===== src/psnr_pkg.sv =====
package psnr_pkg;

    // Frame size limit and derived widths
    localparam int MAX_PIXELS_LOG2 = 20;
    localparam int PIX_W    = 8;
    localparam int DEPTH_W  = 5;
    localparam int CNT_W    = MAX_PIXELS_LOG2 + 1;
    localparam int SQ_W     = 2 * PIX_W;
    localparam int SUM_W    = SQ_W + MAX_PIXELS_LOG2;
    localparam int PEAK_W   = 16;
    localparam int PEAK2_W  = 2 * PEAK_W;
    localparam int NUM_W    = PEAK2_W + CNT_W;
    localparam int MSE_FRAC = 8;
    localparam int DVD_W    = SUM_W + MSE_FRAC;
    localparam int MSE_W    = 24;
    localparam int PSNR_W   = 17;
    localparam int GRADE_W  = 3;
    localparam int SCALE_W  = SUM_W + 14;

    // log2 unit
    localparam int LOG_FRAC = 24;
    localparam int NORM_W   = 64;
    localparam int LZ_W     = 6;
    localparam int MANT_W   = 32;
    localparam int LOG_W    = LZ_W + LOG_FRAC;
    localparam int PROD_W   = LOG_W + 32;
    localparam int RND_W    = LOG_W + 12;

    // Sequencer step counter
    localparam int STEP_W    = 6;
    localparam int DIV_STEPS = DVD_W;
    localparam int GRADE_STEPS = 3;

    localparam logic [CNT_W-1:0]   MAX_COUNT   = CNT_W'(1) << MAX_PIXELS_LOG2;
    localparam logic [DEPTH_W-1:0] DEPTH_RESET = DEPTH_W'(8);
    localparam logic [DEPTH_W-1:0] DEPTH_MIN   = DEPTH_W'(1);
    localparam logic [DEPTH_W-1:0] DEPTH_MAX   = DEPTH_W'(16);
    localparam logic [31:0]        LOG10_2_Q32 = 32'd1292913986;

    // Quality grades
    localparam logic [GRADE_W-1:0] GRADE_PERFECT   = GRADE_W'(0);
    localparam logic [GRADE_W-1:0] GRADE_EXCELLENT = GRADE_W'(1);
    localparam logic [GRADE_W-1:0] GRADE_GOOD      = GRADE_W'(2);
    localparam logic [GRADE_W-1:0] GRADE_FAIR      = GRADE_W'(3);
    localparam logic [GRADE_W-1:0] GRADE_POOR      = GRADE_W'(4);

    // Grade compare steps: threshold 100x, 1000x, 10000x the error sum
    localparam logic [1:0] GSTEP_20DB = 2'd0;
    localparam logic [1:0] GSTEP_30DB = 2'd1;
    localparam logic [1:0] GSTEP_40DB = 2'd2;

    // Controller to datapath commands
    typedef struct packed {
        logic       in_ready;
        logic       latch;
        logic       prep;
        logic       grade_step;
        logic [1:0] grade_idx;
        logic       div_step;
        logic       log_load;
        logic       log_sel;
        logic       log_norm;
        logic       log_iter;
        logic       log_store;
        logic       diff;
        logic       scale;
        logic       rnd;
        logic       out_load;
    } psnr_cmd_t;

    // Datapath to controller status
    typedef struct packed {
        logic in_valid;
        logic in_last;
        logic ident;
        logic norm_done;
        logic out_free;
    } psnr_status_t;

    // peak^2 with peak = 2^depth - 1, depth clamped to 1..16
    function automatic logic [PEAK2_W-1:0] peak_squared(input logic [DEPTH_W-1:0] depth);
        logic [DEPTH_W-1:0] d;
        logic [PEAK_W:0]    peak_full;
        logic [PEAK_W-1:0]  peak;
        d = depth;
        if (d < DEPTH_MIN)
            d = DEPTH_MIN;
        if (d > DEPTH_MAX)
            d = DEPTH_MAX;
        peak_full = (PEAK_W + 1)'(1) << d;
        peak = PEAK_W'(peak_full - (PEAK_W + 1)'(1));
        return PEAK2_W'(peak) * PEAK2_W'(peak);
    endfunction

endpackage


===== src/psnr_ctrl.sv =====
module psnr_ctrl (
    input  logic                   clk,
    input  logic                   rst_n,
    input  psnr_pkg::psnr_status_t status,
    output psnr_pkg::psnr_cmd_t    cmd
);
    import psnr_pkg::*;

    localparam logic [3:0] S_ACC       = 4'd0;
    localparam logic [3:0] S_LATCH     = 4'd1;
    localparam logic [3:0] S_PREP      = 4'd2;
    localparam logic [3:0] S_GRADE     = 4'd3;
    localparam logic [3:0] S_DIV       = 4'd4;
    localparam logic [3:0] S_LOG_LOAD  = 4'd5;
    localparam logic [3:0] S_LOG_NORM  = 4'd6;
    localparam logic [3:0] S_LOG_ITER  = 4'd7;
    localparam logic [3:0] S_LOG_STORE = 4'd8;
    localparam logic [3:0] S_DIFF      = 4'd9;
    localparam logic [3:0] S_SCALE     = 4'd10;
    localparam logic [3:0] S_ROUND     = 4'd11;
    localparam logic [3:0] S_OUT       = 4'd12;

    localparam logic [STEP_W-1:0] DIV_LAST   = STEP_W'(DIV_STEPS - 1);
    localparam logic [STEP_W-1:0] LOG_LAST   = STEP_W'(LOG_FRAC - 1);
    localparam logic [STEP_W-1:0] GRADE_LAST = STEP_W'(GRADE_STEPS - 1);

    logic [3:0]        state_reg, state_next;
    logic [STEP_W-1:0] step_reg, step_next;
    logic              sel_reg, sel_next;

    // Next state and commands
    always_comb
    begin
        state_next = state_reg;
        step_next  = step_reg;
        sel_next   = sel_reg;
        cmd        = '0;
        cmd.grade_idx = step_reg[1:0];
        cmd.log_sel   = sel_reg;
        case (state_reg)
            S_ACC:
            begin
                cmd.in_ready = 1'b1;
                if (status.in_valid && status.in_last)
                    state_next = S_LATCH;
            end
            S_LATCH:
            begin
                cmd.latch  = 1'b1;
                state_next = S_PREP;
            end
            S_PREP:
            begin
                cmd.prep   = 1'b1;
                step_next  = '0;
                state_next = S_GRADE;
            end
            S_GRADE:
            begin
                cmd.grade_step = 1'b1;
                if (step_reg == GRADE_LAST)
                begin
                    step_next  = '0;
                    state_next = S_DIV;
                end
                else
                    step_next = step_reg + STEP_W'(1);
            end
            S_DIV:
            begin
                cmd.div_step = 1'b1;
                sel_next     = 1'b0;
                if (step_reg == DIV_LAST)
                begin
                    step_next  = '0;
                    state_next = status.ident ? S_OUT : S_LOG_LOAD;
                end
                else
                    step_next = step_reg + STEP_W'(1);
            end
            S_LOG_LOAD:
            begin
                cmd.log_load = 1'b1;
                state_next   = S_LOG_NORM;
            end
            S_LOG_NORM:
            begin
                cmd.log_norm = 1'b1;
                step_next    = '0;
                if (status.norm_done)
                    state_next = S_LOG_ITER;
            end
            S_LOG_ITER:
            begin
                cmd.log_iter = 1'b1;
                if (step_reg == LOG_LAST)
                    state_next = S_LOG_STORE;
                else
                    step_next = step_reg + STEP_W'(1);
            end
            S_LOG_STORE:
            begin
                cmd.log_store = 1'b1;
                sel_next      = 1'b1;
                state_next    = sel_reg ? S_DIFF : S_LOG_LOAD;
            end
            S_DIFF:
            begin
                cmd.diff   = 1'b1;
                state_next = S_SCALE;
            end
            S_SCALE:
            begin
                cmd.scale  = 1'b1;
                state_next = S_ROUND;
            end
            S_ROUND:
            begin
                cmd.rnd    = 1'b1;
                state_next = S_OUT;
            end
            S_OUT:
            begin
                if (status.out_free)
                begin
                    cmd.out_load = 1'b1;
                    state_next   = S_ACC;
                end
            end
            default:
            begin
                state_next = S_ACC;
            end
        endcase
    end

    // State registers
    always_ff @(posedge clk or negedge rst_n)
    begin
        if (!rst_n)
        begin
            state_reg <= S_ACC;
            step_reg  <= '0;
            sel_reg   <= 1'b0;
        end
        else
        begin
            state_reg <= state_next;
            step_reg  <= step_next;
            sel_reg   <= sel_next;
        end
    end

    // A transfer carrying the last mark starts the frame tail
    a_last_starts_tail: assert property (@(posedge clk) disable iff (!rst_n)
        (state_reg == S_ACC && status.in_valid && status.in_last) |=> state_reg == S_LATCH)
        else $error("last pixel did not start frame tail");

    // Iteration counter stays inside the divider length
    a_div_step_bound: assert property (@(posedge clk) disable iff (!rst_n)
        state_reg == S_DIV |-> step_reg <= DIV_LAST)
        else $error("divider step counter out of range");

    // Second log pass always follows the first
    a_log_order: assert property (@(posedge clk) disable iff (!rst_n)
        (state_reg == S_LOG_STORE && !sel_reg) |=> (state_reg == S_LOG_LOAD && sel_reg))
        else $error("log pass order broken");

endmodule


===== config.mk =====
export PLATFORM = sky130hd
export DESIGN_NAME = psnr_ctrl
export DESIGN_NICKNAME = d
export VERILOG_FILES = /design/src/psnr_pkg.sv /design/src/psnr_ctrl.sv
export SDC_FILE = /design/constraint.sdc
export NUM_CORES = 1
export LEC_CHECK = 0
export BUFFER_PORTS_ARGS = -buffer_cell sky130_fd_sc_hd__buf_2
export CAP_MARGIN = 0
export CORE_MARGIN = 3
export CORE_UTILIZATION = 40
export CTS_CLUSTER_DIAMETER = 40
export DETAILED_ROUTE_END_ITERATION = 10
export GPL_TIMING_DRIVEN = 0
export RECOVER_POWER = 50
export SLEW_MARGIN = 20
export SYNTH_ARGS = -nofsm -noshare
export SYNTH_HDL_FRONTEND = slang
export SYNTH_SLANG_ARGS = --single-unit

===== constraint.sdc =====
create_clock -name clk -period 4 [get_ports clk]
set_input_delay 0.4 -clock clk [delete_from_list [all_inputs] [get_ports clk]]
set_output_delay 0.4 -clock clk [all_outputs]
set_load 0.05 [all_outputs]

==> results.cfg, run 1 <==
[status]
outcome = completed

[timing]
maxSlewViolCount = 0
finalSetupViolations = 0
fmax_ghz = 0.354
rsz0062_at_grt = no
whs_ns = 0.359
period_needed_ns = 2.83
fin_setup_tns_ns = 0
hold_viol = 0
finalCritPeriodShare_pct = 70.6
max_slew_margin_pct = 29.0
worst_slew_pin_slew_ns = 1.06
skew_ns = 0.00925

[detailed_routing]
first_pass_iters = 4
ant_nets = 0
routed_via_density = 5.21
drt-total-wl_um = 2010
post-route-drc-count = 0
vias = 813
wl_per_cell_um = 12.9
drt_iter0_drc = 21

[placement]
gp_congestion = 0.766
dp_hpwl_um = 1530
io_buffers = 22

[worst_setup_path]
path_max_fanout = 9
setup.worst_path.start_class = flop
cp-end-kind = flop
path_class = flop to flop
r2r_cells = 7
reg2reg_from = state_reg[3]
r2r-end = state_reg[1]
reg2reg_slack_ns = 1.17
required_ns = 4.16
cp.arrival_ns = 2.99

[synth]
yosysSeqAreaShare_pct = 32.2
synth_top_area_cell = dfrtp_1
synthFlopType = dfrtp_1
syn_avg_cell_area_um2 = 8.38
async_reset_ff_share_pct = 100
synth.distinct_cells = 32
syn_inst = 102
synth.net_count = 111
yosys_warnings = 0
synth_area_um2 = 855
synth-seq-cells = 11
ys_top_cells_by_area = dfrtp_1 32%, nor2_1 6.6%, buf_4 6.1%
synth_top_area_share_pct = 32.2
synth_edf_count = 0

[layout]
area_growth_pct = 17.4
largest_reg_flops = 6
diodes = 0
nets = 139
layout-drive-gt1-share_pct = 24.8

[global_route]
grt_remaining_overflow = 0
grtUsageTotal_pct = 15.9
grt_pass1_wl_um = 3190
grt_max_degree = 12
antenna_found_initial = 0
first_global_vias = 712

[clock_tree]
clockBufferDepth = 2
post_cts_buffers = 0
numCtsBuffers = 3
htree_levels = 1
root_buffer = clkbuf_4
clk_pin_slew_ns = 0.08
clock_latency_ns = 0.27
cts.sinks = 11
cts_tree = done

[pwr]
p_per_area_mw_per_mm2 = 857
peakVddDrop_v = 0.000392
p_leak_nw = 0.525

[floorplanning]
die_w_um = 52.2
num_rows = 16
boundaryPins = 23
fp.coreArea_mm2 = 0.00200
die_height_um = 52.2
dieArea_mm2 = 0.00273
start_util_pct = 42.7

[min_path]
hp-class = input pin to flop
min-delay-start = status[0]
hold_depth = 2
min_to = state_reg[3]

[flow_run]
maxCapViolations = 0
[final cells by class]
cell class                 count  area, um2
fill                         219        998
multi-input combinational     76        464
clock buffer                   4       26.3
timing repair buffer          23        114
inverter                       6       22.5
tap                           27       33.8
buffer                         9       67.6
sequential                    11        275
[cell usage after synthesis, drive strengths merged (3+ instances only)]
master and count:
nor2 17, dfrtp 11, buf 9, o21ai 8, nand2 7, a21o 6, inv 6, a21oi 4
and3 4, nor3b 4, nand2b 3, o22ai 3
[worst max path at each step]
stage / from / to / slack [ns] / cells after the start
final: state_reg[3] / state_reg[1] / 1.17 / 7
after global routing: state_reg[3] / state_reg[1] / 0.95 / 7
after CTS: state_reg[0] / cmd[9] / 1.93 / 4
after detailed placement: step_reg[0] / state_reg[1] / 2.03 / 6
after global placement: step_reg[0] / state_reg[1] / 2.01 / 6
after floorplan: state_reg[1] / state_reg[3] / 1.81 / 7
[critical path, stage by stage (launching register included)]
cell and delay (ns):
dfrtp_1 0.32, clkbuf_1 0.28, nand2b_1 0.15, clkbuf_1 0.32, nor2_2 0.11, a221oi_1 0.91, o311ai_1 0.34, a21o_1 0.27
[power breakdown]
group          internal (mW)  switching (mW)
clock network         0.0386          0.0383
registers              0.148          0.0371
logic                  0.194           0.403
[cell usage in the layout (no fill, tap or decap), types with 2 or more instances in the layout]
cell type,n
a21o_1,6
a21oi_1,4
nand2_1,7
buf_6,2
inv_1,6
ha_1,2
buf_2,17
o22ai_1,3
o21ai_0,7
nor2b_1,2
nand2b_1,3
clkbuf_4,3
nand3_1,2
nor2_2,2
and3_1,4
a221oi_1,2
buf_4,5
nor3b_1,4
nor2_1,15
dfrtp_1,11
clkbuf_1,8
[per-stage QoR]
step                      cells  cell area, um2  setup WS (ns)  power (mW)  utilization (%)
after floorplan             102             855           1.81       0.686                -
after global placement      151             998           2.01       0.808             49.9
after detailed placement    151             998           2.03       0.812             49.9
after CTS                   156            1030           1.93       0.893             51.7
after global routing        156            1000          0.953       0.929             50.1
final                       156            1000           1.17       0.860             50.1
[cells by family after synthesis]
| group | Yosys count | synth area share [%] |
|---|---|---|
| muxes | 1 | 1.17 |
| DFF | 11 | 32.2 |
| AOI/OAI and AO/OA | 30 | 26.2 |
| buffers and inverters | 15 | 11.4 |
| adders and majority gates | 2 | 2.93 |
| and+or+nand+nor | 43 | 26.1 |
[per-layer routing]
layer  part of all wire (%)  wire, um  vias to the layer above  GRT usage (%)
met5                      0         0                        -              0
met4                   0.75        15                        0           7.66
met3                    4.4        89                        2           1.99
met2                     52      1040                       18           26.4
met1                     43       861                      377           20.2
li1                       -         -                      416              -
[timing repair]
item | 4_1_cts | 5_1_grt
endpoints found under the setup margin | 0 | 0
hold buffers | 1 | 0
resized for setup | 0 | 0
endpoints found under the hold margin | 6 | 0
(Power assumes the default switching activity.)
==> inputs of run 2 (changes only) <==
==> constraint.sdc (replaced) <==
create_clock -name clk -period 2.7 [get_ports clk]
set_input_delay 0.27 -clock clk [delete_from_list [all_inputs] [get_ports clk]]
set_output_delay 0.27 -clock clk [all_outputs]
set_load 0.05 [all_outputs]
==> results.cfg, run 2 (same netlist as run 1, synthesis figures left out) <==
[worst_setup_path]
cpPeakStageDelay_ns = 0.47
setup.worst_path.start_class = flop
reg2reg_slack_ns = 0.59
cp_slowest_cell = a221oi_4
path_cells = buf_4, nand2b_1, clkbuf_1, nor2_1, a221oi_4, o311ai_1, a21o_1
path_class = flop to flop
r2r_cells = 7
path_max_fanout = 9
required_ns = 2.86
cp-end-kind = flop
r2r-end = state_reg[1]
cp.arrival_ns = 2.28
reg2reg_from = state_reg[3]

[timing]
period_needed_ns = 2.11
skew_ns = 0.00863
hold_viol = 0
finalCritPeriodShare_pct = 78.2
max_slew_margin_pct = 55.1
rsz0062_at_grt = no
worst_slew_pin_slew_ns = 0.674
fin_setup_tns_ns = 0
maxSlewViolCount = 0
fmax_ghz = 0.473
finalSetupViolations = 0

[global_route]
grt_max_degree = 12
grt_pass1_wl_um = 3190
first_global_vias = 712
grtUsageTotal_pct = 15.9
antenna_found_initial = 0
grt_remaining_overflow = 0

[floorplanning]
die_height_um = 52.2
dieArea_mm2 = 0.00273
boundaryPins = 23
die_w_um = 52.2
fp.coreArea_mm2 = 0.00200
start_util_pct = 42.7
num_rows = 16

[detailed_routing]
routed_via_density = 5.25
met1_length_um = 870
ant_nets = 0
drt_iter0_drc = 20
wl_per_cell_um = 12.9
met2_length_um = 1030
vias = 819
first_pass_iters = 4
wl_met3_um = 96
drt-total-wl_um = 2010
post-route-drc-count = 0
top_layer = met4

[pwr]
p_per_area_mw_per_mm2 = 1270
p_leak_nw = 0.529
peakVddDrop_v = 0.000583
total_power_mw = 1.30

[min_path]
hold_depth = 2
hp-class = input pin to flop
min_to = state_reg[3]
min-delay-start = status[0]

[clock_tree]
clock_latency_ns = 0.27
clk_pin_slew_ns = 0.08
clockBufferDepth = 2
post_cts_buffers = 0
root_buffer = clkbuf_4
htree_levels = 1
cts_tree = done
numCtsBuffers = 3
cts.sinks = 11

[placement]
place_area_um2 = 998
dp.cells = 151
io_buffers = 22
gp_congestion = 0.766
dp_hpwl_um = 1530

[layout]
final_area_mm2 = 0.00102
fin_util_pct = 51.1
largest_reg_flops = 6
area_growth_pct = 19.8
layout_commonest_cell = buf_2
layout_common_cells = 16 x buf_2, 15 x nor2_1, 11 x dfrtp_1, 8 x clkbuf_1
layout-drive-gt1-share_pct = 25.6
fin_cells = 156
diodes = 0
nets = 139

[flow_run]
maxCapViolations = 0

[status]
outcome = completed
[run 2: through the flow]
stage	hold slack (ns)	worst slack, ns
6_report	0.228	0.588
5_1_grt	0.228	0.450
4_1_cts	0.221	0.709
3_5_place_dp	0.163	0.727
3_3_place_gp	0.160	0.711
2_1_floorplan	-0.0256	0.511
[run 2: layout make-up]
class                           instances  area (um2)
Fill cell                             217         978
Multi-Input combinational cell         76         482
Inverter                                6        22.5
Tap cell                               27        33.8
Buffer                                  9        71.3
Timing Repair Buffer                   23         113
Clock buffer                            4        26.3
Sequential cell                        11         275
[run 2: how the worst max path moves through the flow]
stage            startpoint            to  slack (ns)  cells after the start
2_1_floorplan  state_reg[1]  state_reg[3]        0.51                      7
3_3_place_gp    step_reg[0]  state_reg[1]        0.71                      6
3_5_place_dp    step_reg[0]  state_reg[1]        0.73                      6
4_1_cts         step_reg[0]  state_reg[1]        0.71                      6
5_1_grt        state_reg[3]  state_reg[1]        0.45                      7
6_report       state_reg[3]  state_reg[1]        0.59                      7
[run 2: power by group]
group          leakage [nW]  internal (mW)  switching, mW  total [mW]
Sequential            0.144          0.219         0.0554       0.274
Clock                0.0150         0.0572         0.0571       0.114
Combinational         0.371          0.306          0.607       0.913
Total                 0.529          0.582          0.720        1.30
[run 2: worst max-delay path, delay by kind of cell (launching register included)]
kind	cells	cell delay (ns)
compound gates	3	0.96
flops	1	0.33
buf+inv	2	0.47
simple gates	2	0.26
[run 2: repair_timing]
action                                 4_1_cts  5_1_grt
setup endpoints to repair                    0        0
endpoints found under the hold margin       11        0
hold buffers                                 1        0
resized for setup                            0        0
[run 2: routing by layer]
layer	up-vias	global-route usage [%]
li1	415	-
met1	380	20.2
met2	22	26.4
met3	2	1.99
met4	0	7.66
met5	-	0
